===== src/hdl/hemw_pkg.sv =====
// shared types and constants for the heightmap edge wall mesher
`default_nettype none

package hemw_pkg;

    localparam int QUEUE_DEPTH = 4;
    localparam logic [2:0] LAST_VERT = 3'd5;

    // face ids after the near-side remap
    localparam logic [2:0] ID_FIXED_X_FAR  = 3'd1;
    localparam logic [2:0] ID_FIXED_Z_FAR  = 3'd2;
    localparam logic [2:0] ID_FIXED_X_NEAR = 3'd3;
    localparam logic [2:0] ID_FIXED_Z_NEAR = 3'd4;

    // per vertex order, bit v is vertex v; row is side ^ axis, row 1 in the upper slice
    localparam logic [1:0][5:0] VTX_TOP = {6'b100110, 6'b001011};
    localparam logic [1:0][5:0] VTX_FAR = {6'b110010, 6'b011010};

    typedef struct packed {
        logic       axis;
        logic       side;
        logic [7:0] fixed_coord;
        logic [7:0] top;
        logic [4:0] texture;
        logic [7:0] height;
        logic [7:0] near_end;
        logic [7:0] far_end;
        logic [7:0] tallest;
        logic       last;
    } face_t;

    typedef struct packed {
        logic [1:0] count;
        face_t      face_a;
        face_t      face_b;
    } push_t;

endpackage

`default_nettype wire


===== src/hdl/hemw_front.sv =====
// front end: run detection per cell, produces up to two face descriptors
`default_nettype none

module hemw_front
    import hemw_pkg::*;
(
    input  wire logic       aclk,
    input  wire logic       aresetn,
    input  wire logic       accept,
    input  wire logic       axis,
    input  wire logic       side,
    input  wire logic [7:0] fixed_coord,
    input  wire logic [7:0] cell_pos,
    input  wire logic [7:0] neighbor_height,
    input  wire logic [7:0] sector_top,
    input  wire logic [4:0] texture,
    input  wire logic       edge_end,
    output push_t           push
);

    logic       run_open_reg, run_open_next;
    logic [7:0] run_height_reg, run_height_next;
    logic [7:0] run_begin_reg, run_begin_next;
    logic [7:0] tallest_reg, tallest_next;

    logic [8:0] diff;
    logic       diff_pos, same;
    logic       face1, face2, open_mid, new_open, open_after;
    logic [7:0] h2, b2, tall1, tall2;
    face_t      f1, f2;

    always_comb begin
        diff     = {1'b0, sector_top} - {1'b0, neighbor_height};
        diff_pos = !diff[8] && (diff[7:0] != 8'd0);
        same     = !diff[8] && (diff[7:0] == run_height_reg);

        face1      = run_open_reg && !same;
        open_mid   = run_open_reg && same;
        new_open   = !open_mid && diff_pos;
        open_after = open_mid || new_open;
        face2      = edge_end && open_after;

        h2 = new_open ? diff[7:0] : run_height_reg;
        b2 = new_open ? cell_pos : run_begin_reg;

        tall1 = (face1 && run_height_reg > tallest_reg) ? run_height_reg : tallest_reg;
        tall2 = (face2 && h2 > tall1) ? h2 : tall1;

        f1.axis        = axis;
        f1.side        = side;
        f1.fixed_coord = fixed_coord;
        f1.top         = sector_top;
        f1.texture     = texture;
        f1.height      = run_height_reg;
        f1.near_end    = run_begin_reg;
        f1.far_end     = cell_pos;
        f1.tallest     = tall1;
        f1.last        = !face2;

        f2          = f1;
        f2.height   = h2;
        f2.near_end = b2;
        f2.far_end  = cell_pos + 8'd1;
        f2.tallest  = tall2;
        f2.last     = 1'b1;

        // compact so the first pushed entry is always face_a
        push.face_a = face1 ? f1 : f2;
        push.face_b = f2;
        push.count  = accept ? ({1'b0, face1} + {1'b0, face2}) : 2'd0;

        run_open_next   = run_open_reg;
        run_height_next = run_height_reg;
        run_begin_next  = run_begin_reg;
        tallest_next    = tallest_reg;
        if (accept) begin
            run_open_next   = open_after && !edge_end;
            run_height_next = h2;
            run_begin_next  = b2;
            tallest_next    = tall2;
        end
    end

    always_ff @(posedge aclk) begin
        if (!aresetn) begin
            run_open_reg   <= 1'b0;
            run_height_reg <= 8'd0;
            run_begin_reg  <= 8'd0;
            tallest_reg    <= 8'd0;
        end else begin
            run_open_reg   <= run_open_next;
            run_height_reg <= run_height_next;
            run_begin_reg  <= run_begin_next;
            tallest_reg    <= tallest_next;
        end
    end

endmodule

`default_nettype wire


===== src/hdl/hemw_queue.sv =====
// face descriptor queue, up to two writes and one read per cycle
`default_nettype none

module hemw_queue
    import hemw_pkg::*;
(
    input  wire logic  aclk,
    input  wire logic  aresetn,
    input  wire push_t push,
    input  wire logic  pop,
    output face_t      head,
    output logic       head_valid,
    output logic       has_room
);

    localparam int PW = $clog2(QUEUE_DEPTH);

    face_t         mem_reg [QUEUE_DEPTH];
    logic [PW-1:0] wr_ptr_reg, wr_ptr_next;
    logic [PW-1:0] rd_ptr_reg, rd_ptr_next;
    logic [PW:0]   count_reg, count_next;
    logic [PW-1:0] wr_ptr_b;

    always_comb begin
        wr_ptr_b    = wr_ptr_reg + PW'(1);
        wr_ptr_next = wr_ptr_reg + PW'(push.count);
        rd_ptr_next = pop ? rd_ptr_reg + PW'(1) : rd_ptr_reg;
        count_next  = count_reg + (PW+1)'(push.count) - (PW+1)'(pop);
        head        = mem_reg[rd_ptr_reg];
        head_valid  = count_reg != '0;
        has_room    = count_reg <= (PW+1)'(QUEUE_DEPTH - 2);
    end

    always_ff @(posedge aclk) begin
        if (push.count != 2'd0) begin
            mem_reg[wr_ptr_reg] <= push.face_a;
        end
        if (push.count[1]) begin
            mem_reg[wr_ptr_b] <= push.face_b;
        end
    end

    always_ff @(posedge aclk) begin
        if (!aresetn) begin
            wr_ptr_reg <= '0;
            rd_ptr_reg <= '0;
            count_reg  <= '0;
        end else begin
            wr_ptr_reg <= wr_ptr_next;
            rd_ptr_reg <= rd_ptr_next;
            count_reg  <= count_next;
        end
    end

endmodule

`default_nettype wire


===== src/hdl/hemw_back.sv =====
// back end: expands each face into six vertices on the output register
`default_nettype none

module hemw_back
    import hemw_pkg::*;
#(
    parameter int COORD_WIDTH = 8
) (
    input  wire logic         aclk,
    input  wire logic         aresetn,
    input  wire face_t        head,
    input  wire logic         head_valid,
    output logic              pop,
    output logic              m_tvalid,
    input  wire logic         m_tready,
    output logic [39:0]       m_tdata,
    output logic              m_tlast
);

    localparam logic [7:0] COORD_MASK =
        (COORD_WIDTH >= 8) ? 8'hFF : 8'((1 << COORD_WIDTH) - 1);

    logic        valid_reg, valid_next;
    logic [2:0]  vcnt_reg, vcnt_next;
    logic [39:0] data_reg, data_next;
    logic        last_reg, last_next;

    logic       load, row, use_top, use_far;
    logic [7:0] vary, fixed, y, x, z;
    logic [2:0] id;

    always_comb begin
        load    = head_valid && (!valid_reg || m_tready);
        pop     = load && (vcnt_reg == LAST_VERT);
        row     = head.side ^ head.axis;
        use_top = VTX_TOP[row][vcnt_reg];
        use_far = VTX_FAR[row][vcnt_reg];
        vary    = (use_far ? head.far_end : head.near_end) & COORD_MASK;
        fixed   = head.fixed_coord & COORD_MASK;
        y       = use_top ? head.top : head.top - head.height;
        x       = head.axis ? vary : fixed;
        z       = head.axis ? fixed : vary;

        unique case ({head.side, head.axis})
            2'b00:   id = ID_FIXED_X_FAR;
            2'b01:   id = ID_FIXED_Z_FAR;
            2'b10:   id = ID_FIXED_X_NEAR;
            default: id = ID_FIXED_Z_NEAR;
        endcase

        data_next  = data_reg;
        last_next  = last_reg;
        vcnt_next  = vcnt_reg;
        valid_next = valid_reg && !m_tready;
        if (load) begin
            data_next  = {head.tallest, head.texture, id, z, y, x};
            last_next  = head.last && (vcnt_reg == LAST_VERT);
            vcnt_next  = (vcnt_reg == LAST_VERT) ? 3'd0 : vcnt_reg + 3'd1;
            valid_next = 1'b1;
        end

        m_tvalid = valid_reg;
        m_tdata  = data_reg;
        m_tlast  = last_reg;
    end

    always_ff @(posedge aclk) begin
        data_reg <= data_next;
        last_reg <= last_next;
    end

    always_ff @(posedge aclk) begin
        if (!aresetn) begin
            valid_reg <= 1'b0;
            vcnt_reg  <= 3'd0;
        end else begin
            valid_reg <= valid_next;
            vcnt_reg  <= vcnt_next;
        end
    end

endmodule

`default_nettype wire


===== src/hdl/heightmap_edge_wall_mesher.sv =====
// top level of the heightmap edge wall mesher
// path: a face from a taken item is written to the face queue, then loaded into the output register behind m_tvalid
// throughput: one item per cycle while the face queue has room; each face is expanded into six
// output vertices, and the input stalls while the four-entry face queue has under two free slots
// reset: synchronous, active low; clears run state, tallest height, queue and output valid
`default_nettype none

module heightmap_edge_wall_mesher
    import hemw_pkg::*;
#(
    parameter int COORD_WIDTH = 8
) (
    input  wire logic        aclk,
    input  wire logic        aresetn,
    input  wire logic        s_tvalid,
    output logic             s_tready,
    // fixed_coord, cell_pos, neighbor_height, sector_top, texture, zero pad
    input  wire logic [39:0] s_tdata,
    // axis, side
    input  wire logic [1:0]  s_tuser,
    input  wire logic        s_tlast,
    output logic             m_tvalid,
    input  wire logic        m_tready,
    // vert_x, vert_y, vert_z, face_word, tallest_seen
    output logic [39:0]      m_tdata,
    output logic             m_tlast
);

    logic  accept, pop, head_valid, has_room;
    push_t push;
    face_t head;

    assign s_tready = has_room;
    assign accept   = s_tvalid && has_room;

    hemw_front u_front (
        .aclk            (aclk),
        .aresetn         (aresetn),
        .accept          (accept),
        .axis            (s_tuser[0]),
        .side            (s_tuser[1]),
        .fixed_coord     (s_tdata[7:0]),
        .cell_pos        (s_tdata[15:8]),
        .neighbor_height (s_tdata[23:16]),
        .sector_top      (s_tdata[31:24]),
        .texture         (s_tdata[36:32]),
        .edge_end        (s_tlast),
        .push            (push)
    );

    hemw_queue u_queue (
        .aclk       (aclk),
        .aresetn    (aresetn),
        .push       (push),
        .pop        (pop),
        .head       (head),
        .head_valid (head_valid),
        .has_room   (has_room)
    );

    hemw_back #(
        .COORD_WIDTH (COORD_WIDTH)
    ) u_back (
        .aclk       (aclk),
        .aresetn    (aresetn),
        .head       (head),
        .head_valid (head_valid),
        .pop        (pop),
        .m_tvalid   (m_tvalid),
        .m_tready   (m_tready),
        .m_tdata    (m_tdata),
        .m_tlast    (m_tlast)
    );

endmodule

`default_nettype wire


===== config.mk =====
export PLATFORM = sky130hd
export DESIGN_NAME = heightmap_edge_wall_mesher
export DESIGN_NICKNAME = d
export VERILOG_FILES = /design/src/hdl/hemw_pkg.sv /design/src/hdl/hemw_front.sv /design/src/hdl/hemw_queue.sv /design/src/hdl/hemw_back.sv /design/src/hdl/heightmap_edge_wall_mesher.sv
export SDC_FILE = /design/constraint.sdc
export NUM_CORES = 1
export LEC_CHECK = 0
export ABC_CLOCK_PERIOD_IN_PS = 5300
export BUFFER_PORTS_ARGS = -buffer_cell sky130_fd_sc_hd__buf_4
export CORE_MARGIN = 5
export CORE_UTILIZATION = 38
export CTS_BUF_LIST = sky130_fd_sc_hd__clkbuf_8
export DETAILED_ROUTE_END_ITERATION = 6
export GPL_ROUTABILITY_DRIVEN = 0
export PLACE_DENSITY = 0.53
export SYNTH_ARGS = -nofsm -noshare
export SYNTH_HDL_FRONTEND = slang
export SYNTH_SLANG_ARGS = --single-unit

===== constraint.sdc =====
create_clock -name aclk -period 5.3 [get_ports aclk]
set_input_delay 0.265 -clock aclk [delete_from_list [all_inputs] [get_ports aclk]]
set_output_delay 0.265 -clock aclk [all_outputs]
set_load 0.005 [all_outputs]

# Word level (Yosys, flattened, before mapping)
# Memories as Yosys holds them, arrays and structs flattened. A register that Yosys moved wholly into a read port is not among the register bits.
# Cells that the tools add are included.
totals:
  reg_bits: 77
  ram_bits: 224
  memories: 1
op_classes:
  n_addsub: 10
  order_cmp: 5
  eq_ne: 4
  mux: 27
  bitwise: 1
  n_reduce_logical: 27
memory_table:
  columns: ["memory", "depth", "word_bits", "read_ports", "rd_clocked_by_memory_dff", "write_ports", "line", "source"]
  rows:
  - ["u_queue.mem_reg", 4, 56, 1, 1, 2, "hemw_queue.sv:18", "face_t mem_reg [QUEUE_DEPTH];"]
ops:
  columns: ["op", "count"]
  rows:
  - ["$mux W8", 8]
  - ["$mux W33", 1]
  - ["$mux W6", 4]
  - ["$gt A8 B8 Y1", 2]
  - ["$logic_and A1 B1 Y1", 14]
  - ["$pmux W3 S3", 1]
  - ["$sub A8 B8 Y9", 1]
  - ["$add A8 B1 Y8 const B", 1]
  - ["$eq A8 B8 Y1", 1]
  - ["$reduce_bool A8 Y1", 1]
  - ["$sub A8 B8 Y8", 1]
  - ["$logic_not A1 Y1", 7]
  - ["$mux W1", 7]
  - ["$bmux W1 S3", 2]
  - ["$mux W2", 3]
  - ["$add A2 B1 Y2 const B", 2]
  - ["$lt A3 B4 Y1 const B", 1]
  - ["$add A3 B1 Y3 const B", 1]
  - ["$add A3 B2 Y3", 1]
  - ["$eq A3 B3 Y1 const B", 1]
  - ["$le A3 B2 Y1 const B", 1]
  - ["$mux W3", 1]
  - ["$reduce_bool A3 Y1", 1]
  - ["$sub A3 B1 Y3", 1]
  - ["9 further kinds", 10]

# Longest topological paths before layout
# Gate-level depths: netlist (run 1).
logic_depth:
  ltp_word: 13
  ltp_mapped: 24

# By module
# From an unflattened synthesis (run 1), not the netlist that was laid out.
unflattened:
  cells_unflattened: 1220
  hier_area_um2: 17164.0
modules_own_cells:
  columns: ["module", "instances", "cells_per_inst", "area_each_um2", "seq_area_each_um2"]
  rows:
  - ["hemw_queue", 1, 588, 11534.8, 6906.6]
  - ["hemw_front", 1, 455, 3359.5, 500.5]
  - ["hemw_back", 1, 176, 2263.4, 1311.3]
  - ["heightmap_edge_wall_mesher", 1, 1, 6.3, 0.0]

# Worst setup path before layout (run 1)
# OpenSTA, ideal clock, no wires.
synth_timing:
  path_type: "input-to-reg"
  start: "input port s_tdata[24]"
  end: "memory u_queue.mem_reg[0][10] (netlist bit) (enable)"
  setup_time_ns: 0.438
  t_arrival_ns: 5.312
  required_ns: 4.862
  slack_ns: -0.450
  path_stages: 18
  cell_sequence: "inv_1 -> ha_1 -> inv_1 -> fa_1 -> xor2_1 -> xnor2_1 -> o2111ai_1 -> a2111oi_4 -> o211ai_2 -> nand2_2 -> inv_2 -> buf_4 -> ha_1 -> o21ai_0 -> nor3_1 -> nor2_1 -> inv_1 -> clkbuf_1"
synth_lines:
  columns: ["item", "line", "source"]
  rows:
  - ["from (decl)", "heightmap_edge_wall_mesher.sv:18", "input wire logic [39:0] s_tdata,"]
  - ["to (decl)", "hemw_queue.sv:18", null]

==> metrics.csv, run 1 <==
metric;value;unit
Reg2Reg Launch Point;u_front.run_height_reg[5];
Die Y-Extent;212;um
vias in the first global route;10400;
Worst Setup End Kind;register;
Warnings, synthesis;0;
largest net degree at the start of global routing;68;
number of synthesized flops with an enable pin;261;
Boundary Pins;90;
Rel. slew slack;0.309;
Synth Area in Adders;0.0393;
full die area;0.0450;mm^2
xor/xnor share of the synthesized area;0.0154;
cts bufs inserted;53;
combinational share of power;0.175;
Final Hold Viols;0;
final setup margin;0.336;ns
CTS Buffer Depth;3;
post-synthesis mux area share;0.114;
worst hold path type;in -> reg;
CTS H-tree depth;2;
total clock sinks;303;
Worst-Margin Slew;1.04;ns
flop and latch count out of synthesis;303;
Final period util;0.937;
register area share after synthesis;0.559;
cell count after synthesis;1214;
final setup vio count;0;
CP required;5.67;ns
post-synth net total;1308;
max cap viols;0;
DP Worst Slack;0.121;ns
Starting Density;0.382;
unrepaired setup endpoints after global routing;false;
WHS Path Cells;3;
RR Endpoint;u_queue.mem_reg[0][6];
fin crit period;4.96;ns
fin area;0.0183;mm^2
DRC Markers;0;
Die X-Extent;212;um
synth unique cells;73;
power share of the sequential group;0.473;
Final Max Tran Viols;0;
fmax;201;MHz
largest family of logic cells by synthesized area;compound AO/OA/AOI/OAI gates;
Final ANT Viol Nets;0;
gr usage total;0.183;
remaining global-route overflow;0;
flop2flop setup slack;0.74;ns
CTS tree;done;
leakage power;6.34;nW
compound-cell area share of the yosys netlist;0.132;
Syn Area/Cell;12.8;um^2
vias per cell;5.39;
Clock Skew;0.0429;ns
Post-Synth Simple-Gate Area;0.105;
Buffers on Ports;86;
R2R depth;14;
internal power;0.00427;W
VDD IR max;0.190;mV
CTS root buf;clkbuf_8;
switching part of the total power;0.277;
outcome;completed;
Syn Std Cell Area;0.0155;mm^2
P&R area growth vs syn;18.1;%
WP data arrival;5.33;ns
DRT iter0 DRCs;686;
Setup CP Type;in -> reg;
Psw;0.00164;W
core area;0.0406;mm^2
hold_sp;s_tdata[15];
drt pass-1 iters;5;
share of layout cells above drive strength 1;0.225;
first-pass GRT wire length;62700;um
setup bufs post-CTS;0;
routed len/inst;21.1;um
Worst Path Max Fanout;13;
Critical Path Source Type;input port;
clock latency on the worst-skew pair;0.64;ns
DRT Wirelength;41100;um
hold path endpoint;u_front.run_begin_reg[7];
nets;1465;
initial antenna violation count;0;
placed inst area;0.0171;mm^2
ys async rst share;0;
Primary FF master, synth;edfxtp_1;
post-route setup TNS;0;ns
Clock Power Share;0.352;
Rows;74;
clock transition at the registers of the reported paths;0.06;ns
max FFs per register;224;
# diodes;0;
detailed placement HPWL;27500;um
areal power density over the cells;323;mW/mm^2
Vias;10500;
==> layout make-up <==
type,count,area (um^2)
Clock buffer,55,757
Sequential cell,303,8680
Fill cell,3762,22300
Clock inverter,44,254
Multi-Input combinational cell,780,6320
Inverter,57,214
Tap cell,532,666
Timing Repair Buffer,176,1440
==> through the flow <==
stage	utilization	cells	hold slack, ns	total power [W]
after CTS	0.451	1947	0.00181	0.00599
final	0.451	1947	0.0481	0.00592
after detailed placement	0.420	1824	0.459	0.00387
after floorplan	-	1214	0.421	0.00349
after global placement	0.420	1824	0.452	0.00386
after global routing	0.451	1947	0.0340	0.00620
==> power by group through the flow <==
stage | Combinational (W) | Sequential [W] | Clock [W]
final | 0.00104 | 0.00280 | 0.00208
after global placement | 0.00101 | 0.00284 | 0
after CTS | 0.00104 | 0.00280 | 0.00214
after floorplan | 0.000666 | 0.00283 | 0
after detailed placement | 0.00102 | 0.00285 | 0
after global routing | 0.00114 | 0.00281 | 0.00225
==> kinds of logic after synthesis <==
logic type,count (synthesis)
AND/OR/NAND/NOR,316
flip-flops,303
AO/OA/AOI/OAI,291
buffers and inverters,131
multiplexers,102
adder cells (fa/ha/maj),47
XOR/XNOR,24
==> routing by layer <==
| metal | routed length (um) | track usage | vias to the layer above |
|---|---|---|---|
| met5 | 0 | 0 | - |
| met4 | 919 | 0.0506 | 0 |
| met3 | 2400 | 0.0372 | 71 |
| met2 | 19500 | 0.296 | 292 |
| met1 | 18200 | 0.252 | 5170 |
| li1 | - | - | 4962 |
==> synthesized netlist by cell type (5+ instances only) <==
cell type | number | area (um^2)
o21ai_0 | 30 | 150
nor3_1 | 8 | 40.0
clkbuf_1 | 53 | 199
dfxtp_1 | 42 | 841
o22ai_1 | 44 | 275
o21ai_2 | 5 | 43.8
or3_1 | 7 | 43.8
nand3_1 | 17 | 85.1
nand2_1 | 71 | 267
a21oi_1 | 69 | 345
nand2b_1 | 6 | 37.5
mux2i_1 | 32 | 320
xnor2_1 | 12 | 105
a31oi_1 | 15 | 93.8
nor2b_1 | 20 | 125
a21boi_0 | 5 | 37.5
a22o_1 | 45 | 394
o21ai_1 | 8 | 40.0
buf_2 | 5 | 25.0
buf_4 | 6 | 45.0
buf_1 | 7 | 26.3
a21o_1 | 5 | 37.5
o2bb2ai_1 | 5 | 43.8
edfxtp_1 | 261 | 7840
xor2_1 | 10 | 87.6
and2_1 | 100 | 626
o211ai_1 | 5 | 37.5
and3_1 | 10 | 62.6
inv_1 | 55 | 206
ha_1 | 44 | 551
o21a_1 | 6 | 45.0
a311oi_1 | 9 | 78.8
nor2_1 | 62 | 233
mux4_2 | 54 | 1220
mux2_2 | 11 | 124
==> cell usage in the layout, fill, tap and decap left out, drive strengths merged, types with 7 or more instances in the layout <==
cell type and count:
edfxtp 261, buf 152, and2 100, inv 81, nand2 74, a21oi 73
nor2 63, clkbuf 55, mux4 54, a22o 45, o22ai 44, ha 44
o21ai 43, dfxtp 42, mux2i 36, dlygate4sd3 24, nor2b 20, nand3 17
clkinv 16, a31oi 15, xnor2 12, mux2 12, and3 10, xor2 10
a311oi 9, nor3 8, or3 7, o211ai 7
==> what timing repair did <==
action | in CTS | in global routing
hold buffers | 24 | 0
hold endpoints to repair | 88 | 0
gates resized for setup | 0 | 1
endpoints found under the setup margin | 0 | 1
==> worst max-delay path, cell delays in order <==
cell and delay, ns:
dlygate4sd3_1 0.55, buf_4 0.17, ha_1 0.45, nand2_1 0.10, a211oi_2 0.38, o31ai_1 0.21, o21a_1 0.26, o211a_4 0.30
nor2_4 0.24, mux2_4 0.40, ha_1 0.33, a21o_1 0.18, a21oi_1 0.14, o211ai_1 0.10, nand2_1 0.24, o21bai_2 0.42
mux2i_1 0.43, o22ai_1 0.16
==> how the worst max path moves through the flow <==
stage	start	to	slack [ns]
after floorplan	s_tdata[24]	u_queue.mem_reg[2][46]	0.06
after global placement	s_tdata[24]	u_queue.mem_reg[0][6]	0.15
after detailed placement	s_tdata[24]	u_queue.mem_reg[0][6]	0.12
after CTS	s_tdata[28]	u_queue.mem_reg[2][3]	0.43
after global routing	s_tdata[28]	u_queue.mem_reg[0][4]	0.003
final	s_tdata[28]	u_queue.mem_reg[0][6]	0.34
Power figures use the tool's default switching activity.
==> inputs of run 2 (changes only) <==
--- a/config.mk
+++ b/config.mk
@@ -5,14 +5,15 @@
 export SDC_FILE = /design/constraint.sdc
 export NUM_CORES = 1
 export LEC_CHECK = 0
-export ABC_CLOCK_PERIOD_IN_PS = 5300
+export ABC_CLOCK_PERIOD_IN_PS = 6100
 export BUFFER_PORTS_ARGS = -buffer_cell sky130_fd_sc_hd__buf_4
+export CORE_ASPECT_RATIO = 1.2
 export CORE_MARGIN = 5
 export CORE_UTILIZATION = 38
 export CTS_BUF_LIST = sky130_fd_sc_hd__clkbuf_8
 export DETAILED_ROUTE_END_ITERATION = 6
 export GPL_ROUTABILITY_DRIVEN = 0
-export PLACE_DENSITY = 0.53
+export PLACE_DENSITY = 0.56
 export SYNTH_ARGS = -nofsm -noshare
 export SYNTH_HDL_FRONTEND = slang
 export SYNTH_SLANG_ARGS = --single-unit
==> constraint.sdc (replaced) <==
create_clock -name aclk -period 6.1 [get_ports aclk]
set_input_delay 0.305 -clock aclk [delete_from_list [all_inputs] [get_ports aclk]]
set_output_delay 0.305 -clock aclk [all_outputs]
set_load 0.005 [all_outputs]
==> run 2 against run 1 <==
Effect of this change:
- register-to-register slack improved by 0.50 ns
- sequential cell count unchanged
- sequential share of layout area increased by 0.53 points
- die area about the same
- via count decreased by 1.4%
- highest routed layer unchanged
- worst hold slack got worse by 0.0043 ns
- utilization decreased by 0.38 points
- first-iteration DRC count increased by 9.5%
- critical path depth unchanged
- clock power decreased by 14%
- clock-buffer cell count increased by 2
==> metrics.csv, run 2 (same netlist as run 1, synthesis figures left out) <==
metric;value;unit;change
hold_sp;s_tdata[35];;was s_tdata[15]
RR Endpoint;u_queue.mem_reg[3][37];;was u_queue.mem_reg[0][6]
outcome;completed;;unchanged
Starting Density;0.383;;was 0.382
routed len/inst;20.7;um;was 21.1 um
total clock sinks;303;;unchanged
Die Y-Extent;231;um;was 212 um
final setup vio count;0;;unchanged
CTS tree;done;;unchanged
combinational share of power;0.172;;was 0.175
max FFs per register;224;;unchanged
# diodes;0;;unchanged
Die X-Extent;194;um;was 212 um
Clock Skew;0.0265;ns;was 0.0429 ns
vias in the first global route;10600;;was 10,400
VDD IR max;0.137;mV;was 0.190 mV
final setup margin;0.973;ns;was 0.336 ns
Final Hold Viols;0;;unchanged
core area;0.0405;mm^2;was 0.0406 mm^2
remaining global-route overflow;0;;unchanged
Vias;10400;;was 10,500
WP data arrival;5.45;ns;was 5.33 ns
fmax;195;MHz;
Final Max Tran Viols;0;;unchanged
Critical Path Source Type;input port;;unchanged
fin crit period;5.13;ns;
CP required;6.43;ns;was 5.67 ns
DRT Wirelength;39800;um;was 41,100 um
Worst Path Max Fanout;34;;was 13
switching part of the total power;0.270;;was 0.277
worst hold path type;in -> reg;;unchanged
unrepaired setup endpoints after global routing;false;;unchanged
CP cell instances;buf_4 > inv_1 > ha_1 > inv_1 > fa_1 > xor2_1 > xnor2_1 > o2111ai_1 > a2111oi_4 > o211ai_2 > a21boi_0 > ha_1 > o21ai_0 > nor2_1 > nor2_1 > inv_2 > buf_4 > and2_1;;was dlygate4sd3_1 > buf_4 > ha_1 > nand2_1 > a211oi_2 > o31ai_1 > o21a_1 > o211a_4 > nor2_4 > mux2_4 > ha_1 > a21o_1 > a21oi_1 > o211ai_1 > nand2_1 > o21bai_2 > mux2i_1 > o22ai_1
max cap viols;0;;unchanged
first-pass GRT wire length;61400;um;was 62,700 um
peak per-stage delay on the critical path;0.55;ns;about the same
hold path endpoint;u_queue.mem_reg[3][36];;was u_front.run_begin_reg[7]
Reg2Reg Launch Point;u_front.run_height_reg[3];;was u_front.run_height_reg[5]
leakage power;6.20;nW;was 6.34 nW
share of layout cells above drive strength 1;0.223;;was 0.225
CTS Buffer Depth;3;;unchanged
gr usage total;0.175;;was 0.183
Clock Power Share;0.351;;was 0.352
areal power density over the cells;281;mW/mm^2;was 323 mW/mm^2
WHS Path Cells;2;;was 3
largest net degree at the start of global routing;48;;was 68
DRT iter0 DRCs;751;;was 686
power share of the sequential group;0.477;;was 0.473
commonest non-fill, non-tap cells in the layout;261 x edfxtp_1, 133 x buf_4, 100 x and2_1;;was 261 x edfxtp_1, 147 x buf_4, 100 x and2_1
clock transition at the registers of the reported paths;0.06;ns;about the same
flop2flop setup slack;1.24;ns;was 0.74 ns
slowest CP cell;a21boi_0;;was dlygate4sd3_1
Rel. slew slack;0.296;;was 0.309
Final ANT Viol Nets;0;;unchanged
Boundary Pins;90;;unchanged
Psw;0.00138;W;was 0.00164 W
Worst-Margin Slew;1.05;ns;was 1.04 ns
full die area;0.0450;mm^2;about the same
Setup CP Type;in -> reg;;unchanged
DRC Markers;0;;unchanged
Final period util;0.841;;
nets;1437;;was 1,465
internal power;0.00372;W;was 0.00427 W
drt pass-1 iters;6;;was 5
R2R depth;11;;was 14
most common cell after layout, fill and taps aside;edfxtp_1;;unchanged
cts bufs inserted;49;;was 53
clock latency on the worst-skew pair;0.59;ns;was 0.64 ns
initial antenna violation count;0;;unchanged
vias per cell;5.39;;about the same
CTS root buf;clkbuf_8;;unchanged
Rows;81;;was 74
Worst Setup End Kind;register;;unchanged
P&R area growth vs syn;16.8;%;was 18.1%
DP Worst Slack;0.381;ns;was 0.121 ns
Buffers on Ports;86;;unchanged
CTS H-tree depth;2;;unchanged
post-route setup TNS;0;ns;unchanged
detailed placement HPWL;27000;um;was 27,500 um
## run 2: cell count changes in the layout (fill, tap and decap cells not counted), sizes merged
| cell | delta |
|---|---|
| buf | -13 |
| inv | -9 |
| dlygate4sd3 | -11 |
| clkbuf | +2 |
| clkinv | -1 |
## run 2: how the worst max path moves through the flow
stage / startpoint / end / slack (ns)
global placement: s_tdata[24] / u_queue.mem_reg[3][44] / 0.40
finish: s_tdata[24] / u_queue.mem_reg[3][37] / 0.97
floorplan: s_tdata[24] / u_queue.mem_reg[0][10] / 0.31
CTS: s_tdata[24] / u_queue.mem_reg[3][37] / 1.02
global route: s_tdata[24] / u_queue.mem_reg[3][36] / 0.86
detailed placement: s_tdata[24] / u_queue.mem_reg[3][44] / 0.38
## run 2: power by group through the flow
stage	clock network (W)	logic (W)	registers, W
3_5_place_dp	0	0.000876	0.00247
4_1_cts	0.00184	0.000886	0.00243
2_1_floorplan	0	0.000578	0.00246
6_report	0.00179	0.000878	0.00243
3_3_place_gp	0	0.000866	0.00247
5_1_grt	0.00193	0.000969	0.00244
## run 2: what timing repair did
item | in CTS | in global routing
resized for setup | 0 | 0
hold buffers | 13 | 0
buffers inserted | 0 | 0
hold endpoints to repair | 39 | 0
## run 2: stage by stage
stage | util | instances | power (W) | cell area [um^2] | hold slack (ns)
floorplan | - | 1214 | 0.00304 | 15500 | 0.437
global placement | 0.419 | 1818 | 0.00333 | 17000 | 0.451
detailed placement | 0.419 | 1818 | 0.00335 | 17000 | 0.455
CTS | 0.447 | 1922 | 0.00515 | 18100 | 0.00295
global route | 0.447 | 1922 | 0.00534 | 18100 | 0.0124
finish | 0.447 | 1922 | 0.00510 | 18100 | 0.0438
## run 2: routing by layer
metal  wire, um  vias up  share of wire  track usage
met5          0        -              0            0
li1           -     4890              -            -
met1      16000     5022           0.40        0.214
met4       1960        0          0.049       0.0822
met3       2000      120          0.050       0.0281
met2      19800      318           0.50        0.305
## run 2: worst max-delay path: cells and delay by family
family                   cells  cell delay, ns
AO/OA/AOI/OAI                5            1.97
buffers and inverters        5            0.95
adder cells (fa/ha/maj)      3            0.92
AND/OR/NAND/NOR              3            0.73
XOR/XNOR                     2            0.56
## run 2: final cells by class
type | instances | area [um^2]
fill | 3739 | 22400
sequential | 303 | 8680
multi-input combinational | 780 | 6310
timing repair buffer | 152 | 1250
clock buffer | 57 | 785
tap | 539 | 674
clock inverter | 34 | 215
inverter | 57 | 214
==> inputs of run 3 (changes only) <==
--- a/config.mk
+++ b/config.mk
@@ -5,7 +5,7 @@
 export SDC_FILE = /design/constraint.sdc
 export NUM_CORES = 1
 export LEC_CHECK = 0
-export ABC_CLOCK_PERIOD_IN_PS = 6100
+export ABC_CLOCK_PERIOD_IN_PS = 4600
 export BUFFER_PORTS_ARGS = -buffer_cell sky130_fd_sc_hd__buf_4
 export CORE_ASPECT_RATIO = 1.2
 export CORE_MARGIN = 5
@@ -13,7 +13,7 @@
 export CTS_BUF_LIST = sky130_fd_sc_hd__clkbuf_8
 export DETAILED_ROUTE_END_ITERATION = 6
 export GPL_ROUTABILITY_DRIVEN = 0
-export PLACE_DENSITY = 0.56
+export PLACE_DENSITY = 0.58
 export SYNTH_ARGS = -nofsm -noshare
 export SYNTH_HDL_FRONTEND = slang
 export SYNTH_SLANG_ARGS = --single-unit
==> constraint.sdc (replaced) <==
create_clock -name aclk -period 4.6 [get_ports aclk]
set_input_delay 0.23 -clock aclk [delete_from_list [all_inputs] [get_ports aclk]]
set_output_delay 0.23 -clock aclk [all_outputs]
set_load 0.005 [all_outputs]
==> run 3 against run 2 <==
Effect of this change:
- non-clock buffer count is 131 higher
- largest cell class unchanged
- clock skew is 0.0048 ns lower
- combinational power is 51% higher
- utilization is 2.9 points higher
- register-to-register slack worse by 0.96 ns
- die area stayed put
- largest power group unchanged
- clock power is 30% higher
- sequential cell count stayed put
- critical path depth is 2 higher
- cell count is 6.9% higher
- routed wire length is 2.4% higher
==> metrics.csv, run 3 (same netlist as run 1, synthesis figures left out) <==
metric;value;unit;change
fmax;227;MHz;
DRT iter0 DRCs;729;;was 751
max FFs per register;224;;unchanged
Die X-Extent;194;um;unchanged
leakage power;6.87;nW;was 6.20 nW
worst hold path type;in -> reg;;unchanged
Final period util;0.958;;
initial antenna violation count;1;;was 0
vias in the first global route;11000;;was 10,600
clock transition at the registers of the reported paths;0.06;ns;about the same
WHS Path Cells;3;;was 2
remaining global-route overflow;0;;unchanged
total clock sinks;303;;unchanged
Clock Skew;0.0217;ns;was 0.0265 ns
P&R area growth vs syn;24.3;%;was 16.8%
commonest non-fill, non-tap cells in the layout;261 x edfxtp_1, 250 x buf_4, 100 x and2_1;;was 261 x edfxtp_1, 133 x buf_4, 100 x and2_1
met3 GRT Util;0.0289;;was 0.0281
final setup vio count;0;;unchanged
hold path endpoint;u_front.run_begin_reg[6];;was u_queue.mem_reg[3][36]
post-route setup TNS;0;ns;unchanged
R2R depth;21;;was 11
largest net degree at the start of global routing;59;;was 48
Final Max Tran Viols;0;;unchanged
Die Y-Extent;231;um;unchanged
CTS H-tree depth;2;;unchanged
Setup CP Type;in -> reg;;unchanged
CTS root buf;clkbuf_8;;unchanged
drt pass-1 iters;7;;was 6
gr busiest metal;met2;;unchanged
CTS Buffer Depth;3;;unchanged
fin crit period;4.41;ns;
Vias;10800;;was 10,400
share of layout cells above drive strength 1;0.297;;was 0.223
detailed placement HPWL;28900;um;was 27,000 um
DRT Wirelength;40800;um;was 39,800 um
Starting Density;0.383;;unchanged
Power Total;0.00688;W;was 0.00510 W
outcome;completed;;unchanged
Worst Setup End Kind;register;;unchanged
nets;1568;;was 1,437
core area;0.0405;mm^2;unchanged
GR Layer Usage met2;0.324;;was 0.305
met1 Use GR;0.213;;was 0.214
Worst-Margin Slew;0.916;ns;was 1.05 ns
Boundary Pins;90;;unchanged
vias per cell;5.27;;was 5.39
areal power density over the cells;357;mW/mm^2;was 281 mW/mm^2
Buffers on Ports;86;;unchanged
flop2flop setup slack;0.28;ns;was 1.24 ns
Rows;81;;unchanged
hold_sp;s_tdata[14];;was s_tdata[35]
Worst Path Max Fanout;15;;was 34
fillers;3688;;was 3,739
CP required;5.02;ns;was 6.43 ns
cts bufs inserted;49;;unchanged
Final Hold Viols;0;;unchanged
Rel. slew slack;0.389;;was 0.296
WP data arrival;4.82;ns;was 5.45 ns
VDD IR max;0.203;mV;was 0.137 mV
placed inst area;0.0180;mm^2;was 0.0170 mm^2
clock latency on the worst-skew pair;0.58;ns;was 0.59 ns
fin area;0.0193;mm^2;was 0.0181 mm^2
WHS;0.0473;ns;was 0.0438 ns
routed len/inst;19.8;um;was 20.7 um
full die area;0.0450;mm^2;unchanged
CTS tree;done;;unchanged
Final ANT Viol Nets;0;;unchanged
DRC Markers;0;;unchanged
gr usage total;0.178;;was 0.175
Reg2Reg Launch Point;u_front.run_height_reg[0];;was u_front.run_height_reg[3]
max cap viols;0;;unchanged
most common cell after layout, fill and taps aside;edfxtp_1;;unchanged
Critical Path Source Type;input port;;unchanged
first-pass GRT wire length;62500;um;was 61,400 um
RR Endpoint;u_queue.mem_reg[2][3];;was u_queue.mem_reg[3][37]
[run 3: cell count changes in the layout (fill, tap and decap cells not counted), moves of 3 or more]
| cell | previous run | this run |
|---|---|---|
| buf_12 | 6 | 11 |
| clkinv_2 | 4 | 7 |
| buf_4 | 133 | 250 |
| dlygate4sd3_1 | 13 | 22 |
| clkinv_1 | 11 | 8 |
[run 3: critical path: stages]
cell and delay (ns):
dlygate4sd3_1 0.53, buf_4 0.15, ha_1 0.30, nand2_1 0.09, a211oi_2 0.06, buf_4 0.16, or3_1 0.38, a2111oi_4 0.38
a21o_1 0.23, buf_4 0.18, a21boi_0 0.11, buf_4 0.16, ha_1 0.29, buf_4 0.11, nor2_1 0.03, nor2_1 0.18
nand2_1 0.15, o21ai_2 0.73, a21oi_1 0.16, a31oi_1 0.20
[run 3: power breakdown]
part	total, W	internal, W	switching, W
clock	0.00233	0.00125	0.00108
sequential	0.00322	0.00314	0.0000785
combinational	0.00133	0.000616	0.000716
total	0.00688	0.00501	0.00187
[run 3: per-layer routing]
metal,vias up,wire [um]
li1,5162,-
met1,5278,16000
met2,312,21200
met3,80,2170
met4,0,1370
met5,-,0
[run 3: worst max-delay path by stage]
| stage | start | endpoint | slack [ns] | depth (start not counted) |
|---|---|---|---|---|
| 2_1_floorplan | s_tdata[24] | u_queue.mem_reg[2][2] | 0.03 | 22 |
| 6_report | s_tdata[27] | u_queue.mem_reg[1][16] | 0.19 | 20 |
| 3_5_place_dp | s_tdata[24] | u_queue.mem_reg[0][53] | -0.32 | 20 |
| 4_1_cts | s_tdata[27] | u_queue.mem_reg[0][53] | 0.03 | 18 |
| 5_1_grt | s_tdata[27] | u_queue.mem_reg[0][2] | -0.06 | 20 |
| 3_3_place_gp | s_tdata[24] | u_queue.mem_reg[0][52] | -0.26 | 20 |
[run 3: area by class of cell]
| type | instances | area, um^2 | share of cell area |
|---|---|---|---|
| diodes | 2 | 5.00 | 0.000259 |
| repair buffers | 283 | 2320 | 0.120 |
| clock inverters | 34 | 201 | 0.0104 |
| inverters | 57 | 214 | 0.0111 |
| multi-input cells | 780 | 6420 | 0.333 |
| well taps | 539 | 674 | 0.0349 |
| flip-flops and latches | 303 | 8680 | 0.450 |
| clock buffers | 57 | 785 | 0.0406 |
[run 3: stage by stage]
| stage | instances | util | setup slack, ns |
|---|---|---|---|
| 6_report | 2055 | 0.476 | 0.193 |
| 5_1_grt | 2054 | 0.476 | -0.0573 |
| 4_1_cts | 2050 | 0.474 | 0.0306 |
| 3_5_place_dp | 1937 | 0.444 | -0.324 |
| 3_3_place_gp | 1937 | 0.444 | -0.257 |
| 2_1_floorplan | 1214 | - | 0.0274 |
[run 3: timing repair]
item / in CTS / in global routing
hold buffers: 22 / 0
gates resized for setup: 0 / 14
buffers inserted: 0 / 3
setup endpoints to repair: 0 / 296
endpoints found under the hold margin: 79 / 0
